--- src/rtl/keyed_credit_table_with_max_macros.svh ---
// ----------------------------------------------------------------------------
// Keyed credit table assertion macros
// Clocked implication checks, disabled while reset is asserted.
// ----------------------------------------------------------------------------
`ifndef KEYED_CREDIT_TABLE_WITH_MAX_MACROS_SVH
`define KEYED_CREDIT_TABLE_WITH_MAX_MACROS_SVH

`ifndef NO_ASSERTIONS

// same-cycle implication
`define KCT_ASSERT_IMP(label, clk, rst_n, ante, cons) \
  label: assert property (@(posedge clk) disable iff (!rst_n) (ante) |-> (cons)) \
    else $error("kct check failed");

// next-cycle implication
`define KCT_ASSERT_NXT(label, clk, rst_n, ante, cons) \
  label: assert property (@(posedge clk) disable iff (!rst_n) (ante) |=> (cons)) \
    else $error("kct check failed");

`else

`define KCT_ASSERT_IMP(label, clk, rst_n, ante, cons)
`define KCT_ASSERT_NXT(label, clk, rst_n, ante, cons)

`endif

`endif

--- src/rtl/kct_pkg.sv ---
// ----------------------------------------------------------------------------
// kct_pkg
// Shared constants, command codes and types of the keyed credit table.
// ----------------------------------------------------------------------------
package kct_pkg;

  localparam int CAPACITY = 16;
  localparam int IDX_W    = $clog2(CAPACITY);
  localparam int CNT_W    = $clog2(CAPACITY + 1);
  localparam int KEY_W    = 16;
  localparam int VAL_W    = 32;
  localparam int CRED_W   = 48;
  localparam int CMD_W    = 2;

  localparam logic [CMD_W-1:0] CMD_INSERT = 2'd0;
  localparam logic [CMD_W-1:0] CMD_REMOVE = 2'd1;
  localparam logic [CMD_W-1:0] CMD_LOOKUP = 2'd2;
  localparam logic [CMD_W-1:0] CMD_ADDALL = 2'd3;

  typedef struct packed {
    logic [KEY_W-1:0]  key;
    logic [CRED_W-1:0] credit;
  } kct_entry_t;

  typedef struct packed {
    logic              en;
    logic [IDX_W-1:0]  addr;
    kct_entry_t        data;
  } kct_wr_t;

  typedef struct packed {
    logic              sub;
    logic [CRED_W-1:0] a;
    logic [CRED_W-1:0] b;
    logic [CRED_W-1:0] cmp;
  } kct_alu_req_t;

  typedef struct packed {
    logic [CRED_W-1:0] sum;
    logic              gt;
  } kct_alu_rsp_t;

endpackage

--- src/rtl/kct_mem.sv ---
// ----------------------------------------------------------------------------
// kct_mem
// Entry store: key and relative credit per slot, one write and one
// registered read port.
// ----------------------------------------------------------------------------
module kct_mem
  import kct_pkg::*;
(
  input  logic             clk,
  input  kct_wr_t          wr,
  input  logic             rd_en,
  input  logic [IDX_W-1:0] rd_addr,
  output kct_entry_t       rd_data
);

  kct_entry_t mem_r [CAPACITY];
  kct_entry_t rd_data_r;

  always_ff @(posedge clk) begin
    if (wr.en) begin
      mem_r[wr.addr] <= wr.data;
    end
    if (rd_en) begin
      rd_data_r <= mem_r[rd_addr];
    end
  end

  assign rd_data = rd_data_r;

endmodule

--- src/rtl/kct_alu.sv ---
// ----------------------------------------------------------------------------
// kct_alu
// Shared 48-bit add/subtract with a signed greater-than against a reference.
// ----------------------------------------------------------------------------
module kct_alu
  import kct_pkg::*;
(
  input  kct_alu_req_t req,
  output kct_alu_rsp_t rsp
);

  logic [CRED_W-1:0] b_op;
  logic [CRED_W-1:0] sum;

  assign b_op    = req.sub ? ~req.b : req.b;
  assign sum     = req.a + b_op + {{(CRED_W-1){1'b0}}, req.sub};
  assign rsp.sum = sum;
  assign rsp.gt  = $signed(sum) > $signed(req.cmp);

endmodule

--- src/rtl/keyed_credit_table_with_max.sv ---
// ----------------------------------------------------------------------------
// keyed_credit_table_with_max
// Client credit table with a global offset and a running maximum report.
//
// Input beat: in_tuser carries the command (insert, remove, lookup, add to
// all), in_tdata the client key and a signed 32-bit credit or amount.
// Output beat: one per input beat, with found/table_full/max_valid in
// out_tuser and the lookup credit plus the top client key in out_tdata.
// Each beat is handled in order: one pass over the entry store finds the key
// and the lowest free slot, an update step applies the command, a second pass
// through the single read port and the shared 48-bit adder/comparator finds
// the maximum, and a final step loads the output.
// in_tready is high only while the sequencer is idle. The result sits in an
// output register, so the next beat is accepted while it waits; a stalled
// receiver holds the block only when the following result is ready.
// Reset empties the table and clears the offset; entry contents are not
// cleared, since the data of an empty slot is never used.
// ----------------------------------------------------------------------------
`include "keyed_credit_table_with_max_macros.svh"

module keyed_credit_table_with_max
  import kct_pkg::*;
(
  input  logic        clk,
  input  logic        rst_n,
  input  logic        in_tvalid,
  output logic        in_tready,
  input  logic [47:0] in_tdata,   // client_key[15:0], credit_value[47:16]
  input  logic [1:0]  in_tuser,   // command[1:0]
  output logic        out_tvalid,
  input  logic        out_tready,
  output logic [63:0] out_tdata,  // credit_out[47:0], max_client[63:48]
  output logic [2:0]  out_tuser   // found[0], table_full[1], max_valid[2]
);

  localparam logic [2:0] S_IDLE = 3'd0;
  localparam logic [2:0] S_FIND = 3'd1;
  localparam logic [2:0] S_UPD  = 3'd2;
  localparam logic [2:0] S_MAX  = 3'd3;
  localparam logic [2:0] S_OUT  = 3'd4;

  logic [2:0]        state_r, state_nxt;
  logic [CMD_W-1:0]  cmd_r, cmd_nxt;
  logic [KEY_W-1:0]  key_r, key_nxt;
  logic [VAL_W-1:0]  val_r, val_nxt;
  logic [CNT_W-1:0]  idx_r, idx_nxt;
  logic [IDX_W-1:0]  d_idx_r, d_idx_nxt;
  logic              hit_r, hit_nxt;
  logic [IDX_W-1:0]  hit_slot_r, hit_slot_nxt;
  logic [CRED_W-1:0] hit_cred_r, hit_cred_nxt;
  logic              free_r, free_nxt;
  logic [IDX_W-1:0]  free_slot_r, free_slot_nxt;
  logic [CAPACITY-1:0] valid_r, valid_nxt;
  logic [CRED_W-1:0] offset_r, offset_nxt;
  logic              found_r, found_nxt;
  logic              full_r, full_nxt;
  logic [CRED_W-1:0] credit_r, credit_nxt;
  logic              mvalid_r, mvalid_nxt;
  logic [CRED_W-1:0] best_r, best_nxt;
  logic [KEY_W-1:0]  mclient_r, mclient_nxt;
  logic              out_tvalid_r, out_tvalid_nxt;
  logic [63:0]       out_tdata_r, out_tdata_nxt;
  logic [2:0]        out_tuser_r, out_tuser_nxt;

  logic              scanning;
  logic              rd_en;
  logic              data_act;
  kct_entry_t        rd_data;
  kct_wr_t           wr;
  kct_alu_req_t      alu_req;
  kct_alu_rsp_t      alu_rsp;
  logic [CRED_W-1:0] val_ext;
  logic [IDX_W-1:0]  ins_slot;
  logic              ins_ok;

  assign scanning = (state_r == S_FIND) || (state_r == S_MAX);
  assign rd_en    = scanning && (idx_r < CNT_W'(CAPACITY));
  assign data_act = scanning && (idx_r != '0);
  assign val_ext  = {{(CRED_W-VAL_W){val_r[VAL_W-1]}}, val_r};
  assign ins_slot = hit_r ? hit_slot_r : free_slot_r;
  assign ins_ok   = hit_r || free_r;

  kct_mem u_mem (
    .clk     (clk),
    .wr      (wr),
    .rd_en   (rd_en),
    .rd_addr (idx_r[IDX_W-1:0]),
    .rd_data (rd_data)
  );

  kct_alu u_alu (
    .req (alu_req),
    .rsp (alu_rsp)
  );

  // shared adder operand select
  always_comb begin
    alu_req.sub = 1'b0;
    alu_req.a   = rd_data.credit;
    alu_req.b   = offset_r;
    alu_req.cmp = best_r;
    if (state_r == S_UPD) begin
      unique case (cmd_r)
        CMD_INSERT: begin
          alu_req.sub = 1'b1;
          alu_req.a   = val_ext;
        end
        CMD_LOOKUP: begin
          alu_req.a = hit_cred_r;
        end
        CMD_ADDALL: begin
          alu_req.a = offset_r;
          alu_req.b = val_ext;
        end
        default: begin
        end
      endcase
    end
  end

  always_comb begin
    state_nxt      = state_r;
    cmd_nxt        = cmd_r;
    key_nxt        = key_r;
    val_nxt        = val_r;
    idx_nxt        = idx_r;
    d_idx_nxt      = d_idx_r;
    hit_nxt        = hit_r;
    hit_slot_nxt   = hit_slot_r;
    hit_cred_nxt   = hit_cred_r;
    free_nxt       = free_r;
    free_slot_nxt  = free_slot_r;
    valid_nxt      = valid_r;
    offset_nxt     = offset_r;
    found_nxt      = found_r;
    full_nxt       = full_r;
    credit_nxt     = credit_r;
    mvalid_nxt     = mvalid_r;
    best_nxt       = best_r;
    mclient_nxt    = mclient_r;
    out_tvalid_nxt = out_tvalid_r;
    out_tdata_nxt  = out_tdata_r;
    out_tuser_nxt  = out_tuser_r;
    wr             = '0;

    if (out_tvalid_r && out_tready) begin
      out_tvalid_nxt = 1'b0;
    end

    // advance the scan index; data for d_idx_r is on the read port
    if (scanning) begin
      if (rd_en) begin
        idx_nxt   = idx_r + CNT_W'(1);
        d_idx_nxt = idx_r[IDX_W-1:0];
      end
    end

    unique case (state_r)
      S_IDLE: begin
        if (in_tvalid) begin
          cmd_nxt   = in_tuser;
          key_nxt   = in_tdata[15:0];
          val_nxt   = in_tdata[47:16];
          idx_nxt   = '0;
          hit_nxt   = 1'b0;
          free_nxt  = 1'b0;
          state_nxt = S_FIND;
        end
      end
      S_FIND: begin
        if (data_act) begin
          if (valid_r[d_idx_r] && (rd_data.key == key_r) && !hit_r) begin
            hit_nxt      = 1'b1;
            hit_slot_nxt = d_idx_r;
            hit_cred_nxt = rd_data.credit;
          end
          if (!valid_r[d_idx_r] && !free_r) begin
            free_nxt      = 1'b1;
            free_slot_nxt = d_idx_r;
          end
        end
        if (idx_r == CNT_W'(CAPACITY)) begin
          state_nxt = S_UPD;
        end
      end
      S_UPD: begin
        found_nxt  = 1'b0;
        full_nxt   = 1'b0;
        credit_nxt = '0;
        unique case (cmd_r)
          CMD_INSERT: begin
            if (ins_ok) begin
              wr.en              = 1'b1;
              wr.addr            = ins_slot;
              wr.data.key        = key_r;
              wr.data.credit     = alu_rsp.sum;
              valid_nxt[ins_slot] = 1'b1;
            end else begin
              full_nxt = 1'b1;
            end
          end
          CMD_REMOVE: begin
            if (hit_r) begin
              valid_nxt[hit_slot_r] = 1'b0;
              found_nxt             = 1'b1;
            end
          end
          CMD_LOOKUP: begin
            found_nxt  = hit_r;
            credit_nxt = hit_r ? alu_rsp.sum : '1;
          end
          CMD_ADDALL: begin
            offset_nxt = alu_rsp.sum;
          end
          default: begin
          end
        endcase
        idx_nxt     = '0;
        mvalid_nxt  = 1'b0;
        best_nxt    = '0;
        mclient_nxt = '0;
        state_nxt   = S_MAX;
      end
      S_MAX: begin
        // strict greater keeps the lowest slot on a tie
        if (data_act && valid_r[d_idx_r] && (!mvalid_r || alu_rsp.gt)) begin
          mvalid_nxt  = 1'b1;
          best_nxt    = alu_rsp.sum;
          mclient_nxt = rd_data.key;
        end
        if (idx_r == CNT_W'(CAPACITY)) begin
          state_nxt = S_OUT;
        end
      end
      S_OUT: begin
        if (!out_tvalid_r || out_tready) begin
          out_tvalid_nxt = 1'b1;
          out_tdata_nxt  = {mclient_r, credit_r};
          out_tuser_nxt  = {mvalid_r, full_r, found_r};
          state_nxt      = S_IDLE;
        end
      end
      default: begin
        state_nxt = S_IDLE;
      end
    endcase
  end

  always_ff @(posedge clk) begin
    if (!rst_n) begin
      state_r      <= S_IDLE;
      valid_r      <= '0;
      offset_r     <= '0;
      out_tvalid_r <= 1'b0;
      idx_r        <= '0;
    end else begin
      state_r      <= state_nxt;
      valid_r      <= valid_nxt;
      offset_r     <= offset_nxt;
      out_tvalid_r <= out_tvalid_nxt;
      idx_r        <= idx_nxt;
    end
  end

  always_ff @(posedge clk) begin
    cmd_r       <= cmd_nxt;
    key_r       <= key_nxt;
    val_r       <= val_nxt;
    d_idx_r     <= d_idx_nxt;
    hit_r       <= hit_nxt;
    hit_slot_r  <= hit_slot_nxt;
    hit_cred_r  <= hit_cred_nxt;
    free_r      <= free_nxt;
    free_slot_r <= free_slot_nxt;
    found_r     <= found_nxt;
    full_r      <= full_nxt;
    credit_r    <= credit_nxt;
    mvalid_r    <= mvalid_nxt;
    best_r      <= best_nxt;
    mclient_r   <= mclient_nxt;
    out_tdata_r <= out_tdata_nxt;
    out_tuser_r <= out_tuser_nxt;
  end

  assign in_tready  = (state_r == S_IDLE);
  assign out_tvalid = out_tvalid_r;
  assign out_tdata  = out_tdata_r;
  assign out_tuser  = out_tuser_r;

  `KCT_ASSERT_NXT(a_accept_starts_scan, clk, rst_n, in_tvalid && in_tready,
                  (state_r == S_FIND) && (idx_r == '0))
  `KCT_ASSERT_IMP(a_idx_in_range, clk, rst_n, scanning, idx_r <= CNT_W'(CAPACITY))
  `KCT_ASSERT_IMP(a_max_matches_occupancy, clk, rst_n, state_r == S_OUT,
                  mvalid_r == (|valid_r))
  `KCT_ASSERT_IMP(a_found_full_exclusive, clk, rst_n, out_tvalid,
                  !(out_tuser[0] && out_tuser[1]))

endmodule
--- config.mk ---
export PLATFORM = sky130hd
export DESIGN_NAME = keyed_credit_table_with_max
export DESIGN_NICKNAME = d
export VERILOG_FILES = /design/src/rtl/kct_pkg.sv /design/src/rtl/kct_mem.sv /design/src/rtl/kct_alu.sv /design/src/rtl/keyed_credit_table_with_max.sv
export VERILOG_INCLUDE_DIRS = /design/src /design/src/rtl
export SDC_FILE = /design/constraint.sdc
export NUM_CORES = 2
export LEC_CHECK = 0
export BUFFER_PORTS_ARGS = -buffer_cell sky130_fd_sc_hd__buf_2
export CORE_MARGIN = 2
export CORE_UTILIZATION = 65
export CTS_CLUSTER_DIAMETER = 120
export DETAILED_ROUTE_END_ITERATION = 16
export PLACE_DENSITY = 0.8
export SLEW_MARGIN = 20
export SYNTH_ARGS = -nofsm -noshare
export SYNTH_HDL_FRONTEND = slang
export SYNTH_SLANG_ARGS = --single-unit
--- constraint.sdc ---
create_clock -name clk -period 19.5 [get_ports clk]
set_clock_uncertainty 0.05 [all_clocks]
set_input_delay 5.85 -clock clk [delete_from_list [all_inputs] [get_ports clk]]
set_output_delay 5.85 -clock clk [all_outputs]
set_load 0.01 [all_outputs]
==> impl_results.md <==
* Slowest CP cell: nor4b_4
* Worst path required time at approximately 20000 ps
* Compound-Gate Fraction of Synth Area at 0.0540
* Vias in the first global route at 34500
* Starting density of the core at 0.653
* All-Layer GR Usage at 0.346
* Minimum clock period at 9270 ps
* Setup TNS at 0 ps
* Type of the worst min-delay path: reg2reg
* Yosys cell types at slightly above 70
* Xor/xnor cell area share of the yosys netlist at 0.0163
* Buffers & Inverters on Critical Path at 5
* Unrepaired setup endpoints after global routing: no
* Total gr overflow at 0
* Slew @ Worst Pin at between 1000 and 1500 ps
* Share of layout cells above drive strength 1 at 0.218
* CTS tree: built
* Post-synthesis simple-gate area fraction at 0.0425
* Relative slew slack at 0.209
* CP arrival at approximately 9600 ps
* Share of the synthesized area in the top cell type at 0.697
* Most area-consuming cells after synthesis: edfxtp_1 (70%), mux4_2 (12%), dfxtp_1 (2.5%)
* Detail Route Antenna Nets at 0
* Sequential fraction of the synthesis area at 0.721
* Kind of critical path: reg2reg
* Post-DP HPWL at 86900 um
* Cts hold-fix bufs at 0
* Kind of cell adding the most delay to the critical path: compound AO/OA/AOI/OAI gates
* Final setup violation count at 0
* Peak Freq at approximately 110 MHz
* Site row count at around 110
* Multiplexer share of the synthesized area at 0.125
* Vias/cell at 7.03
* Final net count at roughly 3700
* Die area at ~0.094 mm2
* Final period util at 0.475
* Area growth from synthesis to layout at 11.6%
* Outcome: complete, no violations
* Initial DRT Pass Iterations at 6
* Setup Buffers After CTS at 0
* Core area at just over 0.09 mm2
* Gpl congestion at 0.920
* Largest family of logic cells by synthesized area: multiplexers
* Bufs on Longest Clock Path at 3
* H-tree depth at 4
* Final std cells w/o fill at between 4000 and 5000
* Largest net degree at the start of global routing at between 150 and 200
* P_leak at approximately 24 nW
* Detailed Route Iter0 Violations at around 5500
* Post-Place Cells at between 4000 and 5000
* Yosys top cell by area: edfxtp_1
* CTS resizes at 0
* Initial antenna violation count at 5
* Crit. End Element: register
* Synthesis Warnings at 0
* Die Ht at 307 um
* Mapped cell area at just under 0.06 mm2
* Total CTS buffers at 143
* Slowest stage delay, CP at between 800 and 900 ps
* Mean Syn Cell Area at about 18 um2
* Via Count at roughly 34000
* Synth Area in Adders at 0.0213
* Power Dens Cells at 94.6 mW/mm2
* First-pass GRT wire length at 233000 um
* Detailed Route WL at ~160000 um
* Synth Flop Type: edfxtp_1
* Flops & latches, synth at approximately 1500
* Crit start category: register
* Final hold vios at 0
* Cell count after synthesis at roughly 3300
* Max Cap Viol at 0
* Sinks on Clock Net at ~1500
* DRC at 0
* Post-synth EDFFs at 1382
* FFs w/ async S/R, synth at 0
* CTS root buffer: clkbuf_16
* Chip Width at just over 300 um
* IO Count at 123
* Worst ir drop on vdd at approximately 0.096 mV
* WL per Instance at around 33 um
* Worst-skew pair later-pin latency at just under 800 ps
* IO Port Bufs at 122
* Syn Nets at approximately 3500
* Clk pin slew, worst setup/hold paths at 60 ps
* CP Max Fanout at between 70 and 80
* Final Slew Violations at 0
logic make-up (layout without fill, tap and decap cells):
kind of cell	Yosys count	in the layout
simple gates	544	544
fa+ha+maj	101	101
buf+inv	296	588
other cells	0	5
compound gates	484	484
xor+xnor	111	111
mux	339	339
flops	1455	1455
flip-flops by register name, summed over array words and instances, names as in the netlist, 2 cells and up:
| register | flops |
|---|---|
| hit_cred_r | 48 |
| cmd_r | 2 |
| u_mem.rd_data | 64 |
| u_mem.mem_r | 1024 |
| out_tuser | 3 |
| offset_r | 48 |
| free_slot_r | 4 |
| mclient_r | 16 |
| val_r | 32 |
| idx_r | 5 |
| valid_r | 16 |
| out_tdata | 64 |
| best_r | 48 |
| key_r | 16 |
| d_idx_r | 4 |
| credit_r | 48 |
| state_r | 3 |
| hit_slot_r | 4 |
Yosys cell counts (all sizes together) (10+ instances only):
library cell,count
edfxtp,1382
nor2b,11
a21boi,69
mux4,325
buf,39
a31oi,17
a21o,32
dfxtp,73
nand4,29
ha,100
nor2,244
xor2,23
o21a,12
nand2,101
nand3,33
a221oi,20
and2,38
a222oi,31
a211oi,14
clkbuf,137
and3,26
a21oi,167
o21ai,76
inv,120
nor3,21
mux2i,12
nand2b,10
xnor2,88
layout make-up:
cell class | instances | area, um2
timing repair buffer | 210 | 1350
fill | 5014 | 24800
sequential | 1455 | 43000
clock inverter | 75 | 769
clock buffer | 183 | 3790
tap | 1186 | 1480
multi-input combinational | 1579 | 15700
inverter | 120 | 450
antenna | 5 | 12.5
layer usage:
layer,global-route usage,vias to the layer above,wire [um]
met5,0,-,13
met4,0.116,2,5120
met3,0.0826,416,19800
met2,0.533,2667,75600
met1,0.497,17100,59300
li1,-,13600,-
final timing paths:
check                     from             to  slack [ps]  cells past startpoint
setup reg to reg      cmd_r[1]     best_r[13]       10230                     28
hold reg to reg   credit_r[35]  out_tdata[35]         370                      0
setup / recovery      cmd_r[1]     best_r[13]       10230                     28
hold / removal    credit_r[35]  out_tdata[35]         370                      0
power by group:
group / total, mW / internal (mW) / switching (mW)
sequential: 3.41 / 3.39 / 0.0198
combinational: 0.176 / 0.0620 / 0.114
clock: 2.71 / 1.51 / 1.20
placed cells by master (no fill, tap or decap), types with 11 or more instances in the layout:
master,netlist,routed
edfxtp_1,1382,1382
mux4_2,325,325
nor2_1,244,228
a21oi_1,167,166
clkbuf_16,0,145
buf_2,6,122
inv_1,120,120
nand2_1,101,100
ha_1,100,98
xnor2_1,88,88
buf_4,2,82
o21ai_0,69,69
dfxtp_1,73,69
a21boi_0,67,67
and2_1,38,36
clkbuf_1,137,36
nand3_1,33,33
a21o_1,32,32
a222oi_1,31,31
nand4_1,29,29
clkinv_1,0,29
and3_1,26,25
xor2_1,23,23
a221oi_1,19,19
clkinv_2,0,18
a31oi_1,17,17
nor3_1,21,15
nor2_4,0,13
o21a_1,12,12
nor2b_1,11,11
mux2i_1,11,11
through the flow:
stage	cell area, um2	worst slack (ps)	hold WS, ps	power, mW	utilization
3_5_place_dp	61800	9930	355	3.65	0.677
3_3_place_gp	61800	9970	351	3.64	0.677
5_1_grt	66500	9570	374	6.42	0.729
2_1_floorplan	59600	8730	350	3.58	-
4_1_cts	66400	9840	368	6.31	0.727
6_report	66500	10230	367	6.29	0.729
No activity file was read; power rests on OpenSTA's default activity.
